===== config.mk =====
export PLATFORM = sky130hd
export DESIGN_NAME = partition_bounds_check_unit_flat
export DESIGN_NICKNAME = d
export VERILOG_FILES = /design/src/hdl/pbc_pkg.sv /design/src/hdl/pbc_if.sv /design/src/hdl/partition_bounds_check_unit.sv /design/src/hdl/pbc_table.sv /design/src/hdl/pbc_div.sv /design/src/flat_wrapper.sv
export SDC_FILE = /design/constraint.sdc
export NUM_CORES = 2
export LEC_CHECK = 0
export ABC_AREA = 1
export ABC_CLOCK_PERIOD_IN_PS = 26300
export BUFFER_PORTS_ARGS = -buffer_cell sky130_fd_sc_hd__buf_2
export CELL_PAD_IN_SITES_DETAIL_PLACEMENT = 1
export CELL_PAD_IN_SITES_GLOBAL_PLACEMENT = 1
export CORE_ASPECT_RATIO = 2
export CORE_MARGIN = 8
export CORE_UTILIZATION = 55
export DETAILED_ROUTE_END_ITERATION = 8
export MAX_ROUTING_LAYER = met4
export PLACE_DENSITY = 0.87
export SKIP_LAST_GASP = 1
export SLEW_MARGIN = 25
export SYNTH_ARGS = -nofsm -noshare
export SYNTH_HDL_FRONTEND = slang
export SYNTH_SLANG_ARGS = --single-unit

===== constraint.sdc =====
create_clock -name clk_i -period 26.3 [get_ports clk_i]
set_input_delay 1.315 -clock clk_i [delete_from_list [all_inputs] [get_ports clk_i]]
set_output_delay 1.315 -clock clk_i [all_outputs]
set_load 0.1 [all_outputs]

===== src/hdl/pbc_pkg.sv =====
package pbc_pkg;

  localparam int NUM_PARTITIONS = 16;
  localparam int RAW_PARTITION  = 2;
  localparam int IDX_W          = (NUM_PARTITIONS > 1) ? $clog2(NUM_PARTITIONS) : 1;
  localparam bit RAW_VALID      = RAW_PARTITION < NUM_PARTITIONS;

  localparam int PART_W      = 4;
  localparam int BLK_W       = 31;
  localparam int BC_W        = 31;
  localparam int WORD_W      = 32;
  localparam int BPS_W       = 7;
  localparam int SPC_W       = 24;
  localparam int CYL_W       = 32;
  localparam int STATUS_W    = 3;
  localparam int CFG_IDX_W   = 2;
  localparam int BLOCK_SHIFT = 9;
  localparam int BLOCK_MASK  = (1 << BLOCK_SHIFT) - 1;

  // partition end in blocks, then absolute/label block with one carry bit
  localparam int END_W = WORD_W + BPS_W;
  localparam int ABS_W = END_W + 1;
  // rounded-up block count of one request
  localparam int SZ_W  = BC_W + 1 - BLOCK_SHIFT;

  typedef enum logic {
    CMD_LOAD  = 1'b0,
    CMD_CHECK = 1'b1
  } cmd_e;

  typedef enum logic [STATUS_W-1:0] {
    ST_ACCEPTED = 3'd0,
    ST_END      = 3'd1,
    ST_PAST     = 3'd2,
    ST_LABEL    = 3'd3,
    ST_LOADED   = 3'd4
  } status_e;

  typedef enum logic [CFG_IDX_W-1:0] {
    REG_BPS        = 2'd0,
    REG_LABEL_BASE = 2'd1,
    REG_SPC        = 2'd2
  } cfg_reg_e;

  typedef struct packed {
    logic              cmd;
    logic [PART_W-1:0] partition;
    logic [BLK_W-1:0]  block_number;
    logic [BC_W-1:0]   byte_count;
    logic              is_read;
    logic              allow_label_write;
    logic [WORD_W-1:0] entry_size;
    logic [WORD_W-1:0] entry_offset;
  } in_item_t;

  typedef struct packed {
    logic [STATUS_W-1:0] status;
    logic [BC_W-1:0]     new_byte_count;
    logic [BC_W-1:0]     residual;
    logic [CYL_W-1:0]    cylinder;
  } out_item_t;

  typedef struct packed {
    logic [CFG_IDX_W-1:0] index;
    logic [WORD_W-1:0]    value;
  } cfg_item_t;

  typedef struct packed {
    logic [WORD_W-1:0] size;
    logic [WORD_W-1:0] offset;
  } entry_t;

endpackage


===== src/hdl/pbc_if.sv =====
interface pbc_in_if;
  logic               valid;
  logic               ready;
  pbc_pkg::in_item_t  data;

  modport source (output valid, output data, input ready);
  modport sink   (input valid, input data, output ready);
endinterface

interface pbc_out_if;
  logic               valid;
  logic               ready;
  pbc_pkg::out_item_t data;

  modport source (output valid, output data, input ready);
  modport sink   (input valid, input data, output ready);
endinterface

interface pbc_cfg_if;
  logic               valid;
  logic               ready;
  pbc_pkg::cfg_item_t data;

  modport source (output valid, output data, input ready);
  modport sink   (input valid, input data, output ready);
endinterface


===== src/hdl/partition_bounds_check_unit.sv =====
// Partition bounds checker.
// in_i carries load beats (cmd 0: write partition size/offset into the
// table) and check beats (cmd 1: test a transfer against that table).
// out_o returns exactly one result beat for every input beat, in order.
// cfg_i writes blocks_per_sector, label_base and sectors_per_cylinder;
// it is always ready and is meant to be written while the unit is idle.
// Sequence: a load goes straight to the done state. A check runs three
// multiply steps on one shared 32x7 multiplier and a bounds step; end of
// partition and past end then return, label protected after one more
// label step. An accepted check runs the 40-step restoring divider for
// the cylinder and then returns.
// Throughput: one item at a time; in_i is ready again the cycle after
// the result is moved into the output register.
// Reset clears the table (all entries read as zero) and sets the
// registers to blocks_per_sector 1, label_base 0, sectors_per_cylinder 1.
// When out_o stalls, the result waits in the output register; one more
// item may be accepted and finished behind it before in_i stalls.
module partition_bounds_check_unit (
  input logic        clk_i,
  input logic        rst_ni,
  pbc_cfg_if.sink    cfg_i,
  pbc_in_if.sink     in_i,
  pbc_out_if.source  out_o
);

  localparam int WordW  = pbc_pkg::WORD_W;
  localparam int EndW   = pbc_pkg::END_W;
  localparam int AbsW   = pbc_pkg::ABS_W;
  localparam int SzW    = pbc_pkg::SZ_W;
  localparam int BcW    = pbc_pkg::BC_W;
  localparam int Shift  = pbc_pkg::BLOCK_SHIFT;

  typedef enum logic [7:0] {
    S_IDLE  = 8'b00000001,
    S_MEND  = 8'b00000010,
    S_MLBL  = 8'b00000100,
    S_MABS  = 8'b00001000,
    S_BOUND = 8'b00010000,
    S_LABEL = 8'b00100000,
    S_DIV   = 8'b01000000,
    S_DONE  = 8'b10000000
  } state_e;

  state_e                         state_q, state_d;
  pbc_pkg::in_item_t              item_q;
  logic [WordW-1:0]               psize_q, poff_q, raw_q;
  logic [EndW-1:0]                end_q;
  logic [AbsW-1:0]                label_q, abs_q;
  logic [SzW-1:0]                 sz_q;
  pbc_pkg::out_item_t             res_q, out_q;
  logic                           out_valid_q;
  logic [pbc_pkg::BPS_W-1:0]      bps_q;
  logic [WordW-1:0]               label_base_q;
  logic [pbc_pkg::SPC_W-1:0]      spc_q;

  logic                           in_fire, cfg_fire, out_free;
  pbc_pkg::entry_t                wr_entry, rd_entry;
  logic [WordW-1:0]               raw_offset;
  logic [WordW-1:0]               mul_a;
  logic [EndW-1:0]                prod;
  logic [BcW:0]                   rnd;
  logic [SzW-1:0]                 sz0, trunc_sz;
  logic [EndW-1:0]                blk_ext, reach, trunc_full;
  logic                           over, early;
  logic [AbsW:0]                  abs_end;
  logic                           prot;
  logic                           div_start, div_done;
  logic [pbc_pkg::CYL_W-1:0]      quotient;

  assign in_fire   = in_i.valid && in_i.ready;
  assign cfg_fire  = cfg_i.valid && cfg_i.ready;
  assign out_free  = !out_valid_q || out_o.ready;
  assign in_i.ready  = state_q == S_IDLE;
  assign cfg_i.ready = 1'b1;
  assign out_o.valid = out_valid_q;
  assign out_o.data  = out_q;

  // configuration registers
  always_ff @(posedge clk_i or negedge rst_ni) begin
    if (!rst_ni) begin
      bps_q        <= pbc_pkg::BPS_W'(1);
      label_base_q <= '0;
      spc_q        <= pbc_pkg::SPC_W'(1);
    end else if (cfg_fire) begin
      unique case (cfg_i.data.index)
        pbc_pkg::REG_BPS:        bps_q        <= cfg_i.data.value[pbc_pkg::BPS_W-1:0];
        pbc_pkg::REG_LABEL_BASE: label_base_q <= cfg_i.data.value;
        pbc_pkg::REG_SPC:        spc_q        <= cfg_i.data.value[pbc_pkg::SPC_W-1:0];
        default: ;
      endcase
    end
  end

  assign wr_entry.size   = in_i.data.entry_size;
  assign wr_entry.offset = in_i.data.entry_offset;

  pbc_table u_table (
    .clk_i        (clk_i),
    .rst_ni       (rst_ni),
    .wr_en_i      (in_fire && (in_i.data.cmd == pbc_pkg::CMD_LOAD)),
    .part_i       (in_i.data.partition),
    .wr_entry_i   (wr_entry),
    .rd_entry_o   (rd_entry),
    .raw_offset_o (raw_offset)
  );

  // shared sector-to-block multiplier
  always_comb begin
    unique case (state_q)
      S_MEND:  mul_a = psize_q;
      S_MLBL:  mul_a = raw_q;
      default: mul_a = poff_q;
    endcase
  end

  assign prod = EndW'(mul_a) * EndW'(bps_q);

  // bounds test
  assign rnd        = (BcW + 1)'(item_q.byte_count) + (BcW + 1)'(pbc_pkg::BLOCK_MASK);
  assign sz0        = SzW'(rnd >> Shift);
  assign blk_ext    = EndW'(item_q.block_number);
  assign reach      = blk_ext + EndW'(sz0);
  assign over       = reach > end_q;
  assign early      = over && (blk_ext >= end_q);
  assign trunc_full = end_q - blk_ext;
  assign trunc_sz   = trunc_full[SzW-1:0];

  // label overlap test
  assign abs_end = (AbsW + 1)'(abs_q) + (AbsW + 1)'(sz_q);
  assign prot    = (abs_q <= label_q) && (abs_end > (AbsW + 1)'(label_q)) &&
                   !item_q.is_read && !item_q.allow_label_write;

  always_comb begin
    state_d   = state_q;
    div_start = 1'b0;
    unique case (state_q)
      S_IDLE: begin
        if (in_fire) begin
          state_d = (in_i.data.cmd == pbc_pkg::CMD_LOAD) ? S_DONE : S_MEND;
        end
      end
      S_MEND:  state_d = S_MLBL;
      S_MLBL:  state_d = S_MABS;
      S_MABS:  state_d = S_BOUND;
      S_BOUND: state_d = early ? S_DONE : S_LABEL;
      S_LABEL: begin
        if (prot) begin
          state_d = S_DONE;
        end else begin
          div_start = 1'b1;
          state_d   = S_DIV;
        end
      end
      S_DIV: begin
        if (div_done) begin
          state_d = S_DONE;
        end
      end
      S_DONE: begin
        if (out_free) begin
          state_d = S_IDLE;
        end
      end
      default: state_d = S_IDLE;
    endcase
  end

  always_ff @(posedge clk_i or negedge rst_ni) begin
    if (!rst_ni) begin
      state_q     <= S_IDLE;
      out_valid_q <= 1'b0;
    end else begin
      state_q <= state_d;
      if (state_q == S_DONE && out_free) begin
        out_valid_q <= 1'b1;
      end else if (out_o.ready) begin
        out_valid_q <= 1'b0;
      end
    end
  end

  always_ff @(posedge clk_i) begin
    if (state_q == S_DONE && out_free) begin
      out_q <= res_q;
    end
    unique case (state_q)
      S_IDLE: begin
        if (in_fire) begin
          item_q                <= in_i.data;
          psize_q               <= rd_entry.size;
          poff_q                <= rd_entry.offset;
          raw_q                 <= raw_offset;
          res_q.status          <= pbc_pkg::ST_LOADED;
          res_q.new_byte_count  <= '0;
          res_q.residual        <= '0;
          res_q.cylinder        <= '0;
        end
      end
      S_MEND: end_q   <= prod;
      S_MLBL: label_q <= AbsW'(prod) + AbsW'(label_base_q);
      S_MABS: abs_q   <= AbsW'(prod) + AbsW'(item_q.block_number);
      S_BOUND: begin
        res_q.cylinder <= '0;
        priority if (over && (blk_ext == end_q)) begin
          res_q.status         <= pbc_pkg::ST_END;
          res_q.new_byte_count <= item_q.byte_count;
          res_q.residual       <= item_q.byte_count;
          sz_q                 <= sz0;
        end else if (early) begin
          res_q.status         <= pbc_pkg::ST_PAST;
          res_q.new_byte_count <= item_q.byte_count;
          res_q.residual       <= '0;
          sz_q                 <= sz0;
        end else if (over) begin
          // clip to the partition end
          res_q.new_byte_count <= BcW'(trunc_sz) << Shift;
          res_q.residual       <= '0;
          sz_q                 <= trunc_sz;
        end else begin
          res_q.new_byte_count <= item_q.byte_count;
          res_q.residual       <= '0;
          sz_q                 <= sz0;
        end
      end
      S_LABEL: begin
        if (prot) begin
          res_q.status <= pbc_pkg::ST_LABEL;
        end
      end
      S_DIV: begin
        if (div_done) begin
          res_q.status   <= pbc_pkg::ST_ACCEPTED;
          res_q.cylinder <= quotient;
        end
      end
      S_DONE: ;
      default: ;
    endcase
  end

  pbc_div u_div (
    .clk_i      (clk_i),
    .rst_ni     (rst_ni),
    .start_i    (div_start),
    .dividend_i (abs_q),
    .divisor_i  (spc_q),
    .done_o     (div_done),
    .quotient_o (quotient)
  );

  a_leave_idle: assert property (@(posedge clk_i) disable iff (!rst_ni)
    in_fire |=> state_q != S_IDLE)
    else $error("accepted beat did not start work");

  a_div_entry: assert property (@(posedge clk_i) disable iff (!rst_ni)
    state_q == S_DIV |-> ($past(state_q == S_LABEL) || $past(state_q == S_DIV)))
    else $error("divider state entered out of sequence");

  a_residual: assert property (@(posedge clk_i) disable iff (!rst_ni)
    (out_valid_q && out_q.status != pbc_pkg::ST_END) |-> out_q.residual == '0)
    else $error("nonzero residual outside end of partition");

  a_cylinder: assert property (@(posedge clk_i) disable iff (!rst_ni)
    (out_valid_q && out_q.status != pbc_pkg::ST_ACCEPTED) |-> out_q.cylinder == '0)
    else $error("cylinder set on a refused or load result");

endmodule


===== src/hdl/pbc_table.sv =====
module pbc_table (
  input  logic                        clk_i,
  input  logic                        rst_ni,
  input  logic                        wr_en_i,
  input  logic [pbc_pkg::PART_W-1:0]  part_i,
  input  pbc_pkg::entry_t             wr_entry_i,
  output pbc_pkg::entry_t             rd_entry_o,
  output logic [pbc_pkg::WORD_W-1:0]  raw_offset_o
);

  localparam int IdxW = pbc_pkg::IDX_W;
  localparam logic [IdxW-1:0] RawIdx = IdxW'(pbc_pkg::RAW_PARTITION);

  logic [pbc_pkg::NUM_PARTITIONS-1:0] valid_q;
  pbc_pkg::entry_t                    entry_q [pbc_pkg::NUM_PARTITIONS];
  logic                               in_range;
  logic [IdxW-1:0]                    idx;

  assign in_range = int'(part_i) < pbc_pkg::NUM_PARTITIONS;
  assign idx      = IdxW'(part_i);

  always_ff @(posedge clk_i or negedge rst_ni) begin
    if (!rst_ni) begin
      valid_q <= '0;
    end else if (wr_en_i && in_range) begin
      valid_q[idx] <= 1'b1;
    end
  end

  always_ff @(posedge clk_i) begin
    if (wr_en_i && in_range) begin
      entry_q[idx] <= wr_entry_i;
    end
  end

  // entries never loaded read as zero
  assign rd_entry_o   = (in_range && valid_q[idx]) ? entry_q[idx] : '0;
  assign raw_offset_o = (pbc_pkg::RAW_VALID && valid_q[RawIdx]) ? entry_q[RawIdx].offset : '0;

endmodule


===== src/hdl/pbc_div.sv =====
module pbc_div (
  input  logic                       clk_i,
  input  logic                       rst_ni,
  input  logic                       start_i,
  input  logic [pbc_pkg::ABS_W-1:0]  dividend_i,
  input  logic [pbc_pkg::SPC_W-1:0]  divisor_i,
  output logic                       done_o,
  output logic [pbc_pkg::CYL_W-1:0]  quotient_o
);

  localparam int DvdW  = pbc_pkg::ABS_W;
  localparam int DsrW  = pbc_pkg::SPC_W;
  localparam int StepW = $clog2(DvdW);

  logic             busy_q;
  logic             done_q;
  logic [StepW-1:0] step_q;
  logic [DsrW-1:0]  rem_q;
  logic [DsrW-1:0]  dsr_q;
  // dividend bits shift out the top while quotient bits enter the bottom
  logic [DvdW-1:0]  qd_q;
  logic [DsrW:0]    trial;
  logic [DsrW:0]    diff;
  logic             ge;

  assign trial = {rem_q, qd_q[DvdW-1]};
  assign diff  = trial - {1'b0, dsr_q};
  assign ge    = trial >= {1'b0, dsr_q};

  always_ff @(posedge clk_i or negedge rst_ni) begin
    if (!rst_ni) begin
      busy_q <= 1'b0;
      done_q <= 1'b0;
      step_q <= '0;
    end else if (start_i) begin
      busy_q <= 1'b1;
      done_q <= 1'b0;
      step_q <= StepW'(DvdW - 1);
    end else begin
      done_q <= busy_q && (step_q == '0);
      if (busy_q) begin
        if (step_q == '0) begin
          busy_q <= 1'b0;
        end else begin
          step_q <= step_q - 1'b1;
        end
      end
    end
  end

  always_ff @(posedge clk_i) begin
    if (start_i) begin
      rem_q <= '0;
      dsr_q <= divisor_i;
      qd_q  <= dividend_i;
    end else if (busy_q) begin
      // zero divisor keeps every trial, giving an all-ones quotient
      rem_q <= ge ? diff[DsrW-1:0] : trial[DsrW-1:0];
      qd_q  <= {qd_q[DvdW-2:0], ge};
    end
  end

  assign done_o     = done_q;
  assign quotient_o = qd_q[pbc_pkg::CYL_W-1:0];

endmodule

===== src/flat_wrapper.sv =====
// flat-port wrapper written by rule: the top's interface ports become plain ports
module partition_bounds_check_unit_flat 
  (clk_i, rst_ni, cfg_i_valid, cfg_i_data, cfg_i_ready, in_i_valid, in_i_data, in_i_ready, out_o_valid, out_o_data, out_o_ready);
  pbc_cfg_if cfg_i_i ();
  pbc_in_if in_i_i ();
  pbc_out_if out_o_i ();
  input logic clk_i;
  input logic rst_ni;
  input wire logic [$bits(cfg_i_i.valid)-1:0] cfg_i_valid;
  input wire logic [$bits(cfg_i_i.data)-1:0] cfg_i_data;
  output wire logic [$bits(cfg_i_i.ready)-1:0] cfg_i_ready;
  input wire logic [$bits(in_i_i.valid)-1:0] in_i_valid;
  input wire logic [$bits(in_i_i.data)-1:0] in_i_data;
  output wire logic [$bits(in_i_i.ready)-1:0] in_i_ready;
  output wire logic [$bits(out_o_i.valid)-1:0] out_o_valid;
  output wire logic [$bits(out_o_i.data)-1:0] out_o_data;
  input wire logic [$bits(out_o_i.ready)-1:0] out_o_ready;
  assign cfg_i_i.valid = cfg_i_valid;
  assign cfg_i_i.data = cfg_i_data;
  assign cfg_i_ready = cfg_i_i.ready;
  assign in_i_i.valid = in_i_valid;
  assign in_i_i.data = in_i_data;
  assign in_i_ready = in_i_i.ready;
  assign out_o_valid = out_o_i.valid;
  assign out_o_data = out_o_i.data;
  assign out_o_i.ready = out_o_ready;
  partition_bounds_check_unit u_core (.clk_i(clk_i), .rst_ni(rst_ni), .cfg_i(cfg_i_i), .in_i(in_i_i), .out_o(out_o_i));
endmodule

==> impl_metrics.csv <==
group,metric,value,unit
synth,yosys.area_share.adder,9.08,%
cells_and_area,mostFrequentLayoutCell,"edfxtp_1",
synth,synth-compound-area-share,9.38,%
grt,grt_usage,35.5,%
synth,ys_seq_elements,1704,
timing,fin_skew,0.0703,ns
worst_setup_path,cp_common_cell,"nand2_1",
cells_and_area,layout_common_cells,"1584 x edfxtp_1, 1014 x nand2_1, 878 x nand3_1, 746 x inv_1, 485 x nor2_1",
synth,synth-simple-area-share,13.8,%
timing,setup_viol,0,
cts,cts_tree,"yes",
cts,post_cts_buffers,0,
cells_and_area,multi_input_area,0.0291,mm^2
cells_and_area,fin_util,60.9,%
cts,cts_buffers,156,
floorplanning,core,0.151,mm^2
synth,synth_area,0.0833,mm^2
routing,drt-total-wl,293000,um
synth,synthFlopType,"edfxtp_1",
timing,max_freq,104,MHz
cts,clk_pin_slew,0.07,ns
cts,clkLatencyLatePin,0.82,ns
timing,finalHoldViolations,0,
floorplanning,start_util,55.2,%
worst_setup_path,critPathCaptureType,"register",
routing,first_pass_iters,6,
routing,vias,63000,
routing,vias_per_cell,6.52,
floorplanning,dieWidth,291,um
synth,synth.avg_cell_area,11.3,um^2
cells_and_area,final_layout_size_suffix_gt1_share,9.31,%
floorplanning,fp-row-count,202,
synth,synth_cell_types,70,
grt,grt_pass1_wl,430000,um
outcome,status,"completed",
timing,rsz0062_at_grt,"no",
floorplanning,num_io_pins,272,
timing,fin_crit,9.57,ns
worst_hold_path,worstHoldPathType,"reg2reg",
grt,antenna_found_initial,20,
cts,ctsHoldBuffers,0,
synth,synth_top_family_by_area,"simple AND/OR/NAND/NOR gates",
cells_and_area,seqCellArea,0.0505,mm^2
worst_setup_path,worstPathRequired,26.81,ns
place,place.gp.congestion,0.950,
cells_and_area,nets,8278,
timing,tightest_slew,1.16,ns
synth,synthMuxAreaShare,0.108,%
cells_and_area,areaGrowthSynthToFinish,10.2,%
timing,fin_hold_ws,0.401,ns
worst_setup_path,crit_type,"reg2reg",
cts,clock_sinks,1704,
routing,detail_route.wl_per_cell,30.3,um
routing,drc,0,
grt,grt_overflow,0,
cts,cts_buffer_depth,4,
floorplanning,dieArea,0.165,mm^2
worst_setup_path,slowest_delay,0.67,ns
cts,cts.repair.resized,0,
synth,synth_seq_area_share,60.5,%
worst_setup_path,slowest_stage,"a21oi_1",
synth,synthXorXnorAreaFrac,2.24,%
grt,grt_max_degree,130,
place,place_hpwl,189000,um
worst_setup_path,critPathMaxFanout,34,
timing,slew_headroom,23.0,%
flow_run,max_cap_violations,0,
synth,synth_edf_count,1584,
timing,setup_tns,0,ns
synth,ys.warnings.count,0,
grt,grt_pass1_vias,66600,
synth,syn_nets,8064,
worst_setup_path,critPathArrivalTime,10.08,ns
routing,drt_iter0_drc,6908,
timing,finalCritPeriodShare,36.4,%
routing,ant_nets,0,
cts,htree_levels,4,
timing,drv_slew,0,
worst_setup_path,start_kind,"register",
cts,cts-root-buf,"clkbuf_16",
cells_and_area,fillers,15500,
floorplanning,die_h,566,um
synth,synthCells,7380,
synth,async_reset_ff_share,5.63,%
place,io_buffers,270,
[stage by stage]
stage               setup slack (ns)  instance area [um^2]  std cells
global route                   16.16                 91800       9665
floorplan                      13.33                 83300       7380
global placement               17.53                 86700       9369
finish                         16.73                 91800       9668
CTS                            16.95                 91700       9644
detailed placement             17.19                 86800       9371
[worst paths after layout]
kind	endpoint	cells after the start	startpoint	slack, ns
min reg2reg	u_core.out_o.data[5]	0	u_core.res_q[5]	0.40
max reg2reg	u_core.label_q[37]	34	u_core.state_q[5]	16.73
max	u_core.label_q[37]	34	u_core.state_q[5]	16.73
min	u_core.out_o.data[5]	0	u_core.res_q[5]	0.40
min in group asynchronous	u_core.label_base_q[5]	1	rst_ni	0.45
max in group asynchronous	u_core.spc_q[23]	2	rst_ni	24.81
[layout make-up]
| type | instances | share of cell area (%) |
|---|---|---|
| Sequential cell | 1704 | 54.9 |
| Inverter | 765 | 3.14 |
| Timing Repair Buffer | 346 | 2.25 |
| Multi-Input combinational cell | 4621 | 31.7 |
| Clock inverter | 79 | 0.822 |
| Antenna cell | 21 | 0.0572 |
| Clock buffer | 194 | 4.49 |
| Tap cell | 1938 | 2.64 |
[cell usage after synthesis (all sizes together), types with 2 or more instances]
| cell | n | area [um^2] |
|---|---|---|
| edfxtp | 1584 | 47600 |
| nand2 | 1026 | 3880 |
| nand3 | 883 | 4430 |
| inv | 761 | 2860 |
| nor2 | 523 | 2000 |
| a21oi | 461 | 2390 |
| ha | 357 | 4470 |
| o21ai | 289 | 1460 |
| a22oi | 258 | 1940 |
| clkbuf | 245 | 921 |
| fa | 155 | 3100 |
| xor2 | 145 | 1280 |
| dfrtp | 93 | 2330 |
| xnor2 | 67 | 587 |
| a22o | 59 | 517 |
| a31oi | 58 | 363 |
| nor3 | 57 | 310 |
| nand4 | 46 | 294 |
| buf | 45 | 254 |
| a221oi | 38 | 339 |
| nor4 | 32 | 234 |
| or2 | 30 | 188 |
| a21o | 24 | 180 |
| dfxtp | 24 | 480 |
| o21bai | 20 | 150 |
| o211ai | 18 | 135 |
| a21boi | 9 | 67.6 |
| mux2 | 8 | 90.1 |
| nand3b | 8 | 60.1 |
| o21a | 8 | 60.1 |
| o22ai | 7 | 43.8 |
| o221ai | 5 | 43.8 |
| a211oi | 4 | 30.0 |
| and3 | 4 | 25.0 |
| clkinv | 4 | 15.0 |
| nor3b | 4 | 35.0 |
| o31ai | 4 | 30.0 |
| and2 | 3 | 18.8 |
| dfstp | 3 | 78.8 |
| a31o | 2 | 17.5 |
| o311ai | 2 | 17.5 |
[worst max-delay path, delay by kind of cell (launching register included)]
family	cells	cell delay, ns
XOR/XNOR	1	0.36
AO/OA/AOI/OAI	4	1.85
AND/OR/NAND/NOR	18	2.61
flip-flops	1	0.43
adder cells (fa/ha/maj)	6	2.84
buffers and inverters	5	1.11
[registers in the layout, indices dropped and copies added (netlist names), 32 cells and up]
register                flops
u_core.end_q               39
u_core.poff_q              32
u_core.raw_q               32
u_core.abs_q               40
u_core.psize_q             32
u_core.res_q               97
u_core.u_div.qd_q          40
u_core.out_o.data          97
u_core.item_q              33
u_core.label_base_q        32
u_core.label_q             40
u_core.u_table.entry_q   1024
[cell families (layout without fill, tap and decap cells)]
family / after synthesis / in the layout
multiplexers: 8 / 8
AO/OA/AOI/OAI: 1270 / 1270
other: 1 / 22
flip-flops: 1704 / 1704
AND/OR/NAND/NOR: 2618 / 2618
adder cells (fa/ha/maj): 512 / 512
XOR/XNOR: 212 / 212
buffers and inverters: 1055 / 1384
[metal layers]
layer | part of all wire, % | up-vias | wire (um) | track usage (%)
met5 | 0 | - | 0 | -
met4 | 7.1 | 0 | 20900 | 21.1
met3 | 8.3 | 1079 | 24400 | 5.65
met1 | 36 | 31500 | 106000 | 41.8
met2 | 48 | 3795 | 142000 | 57.7
li1 | - | 26600 | - | -
Power is left out: the tool's default activity adds up to more than one toggle a clock period on the data nets, which glitch-free logic cannot reach.
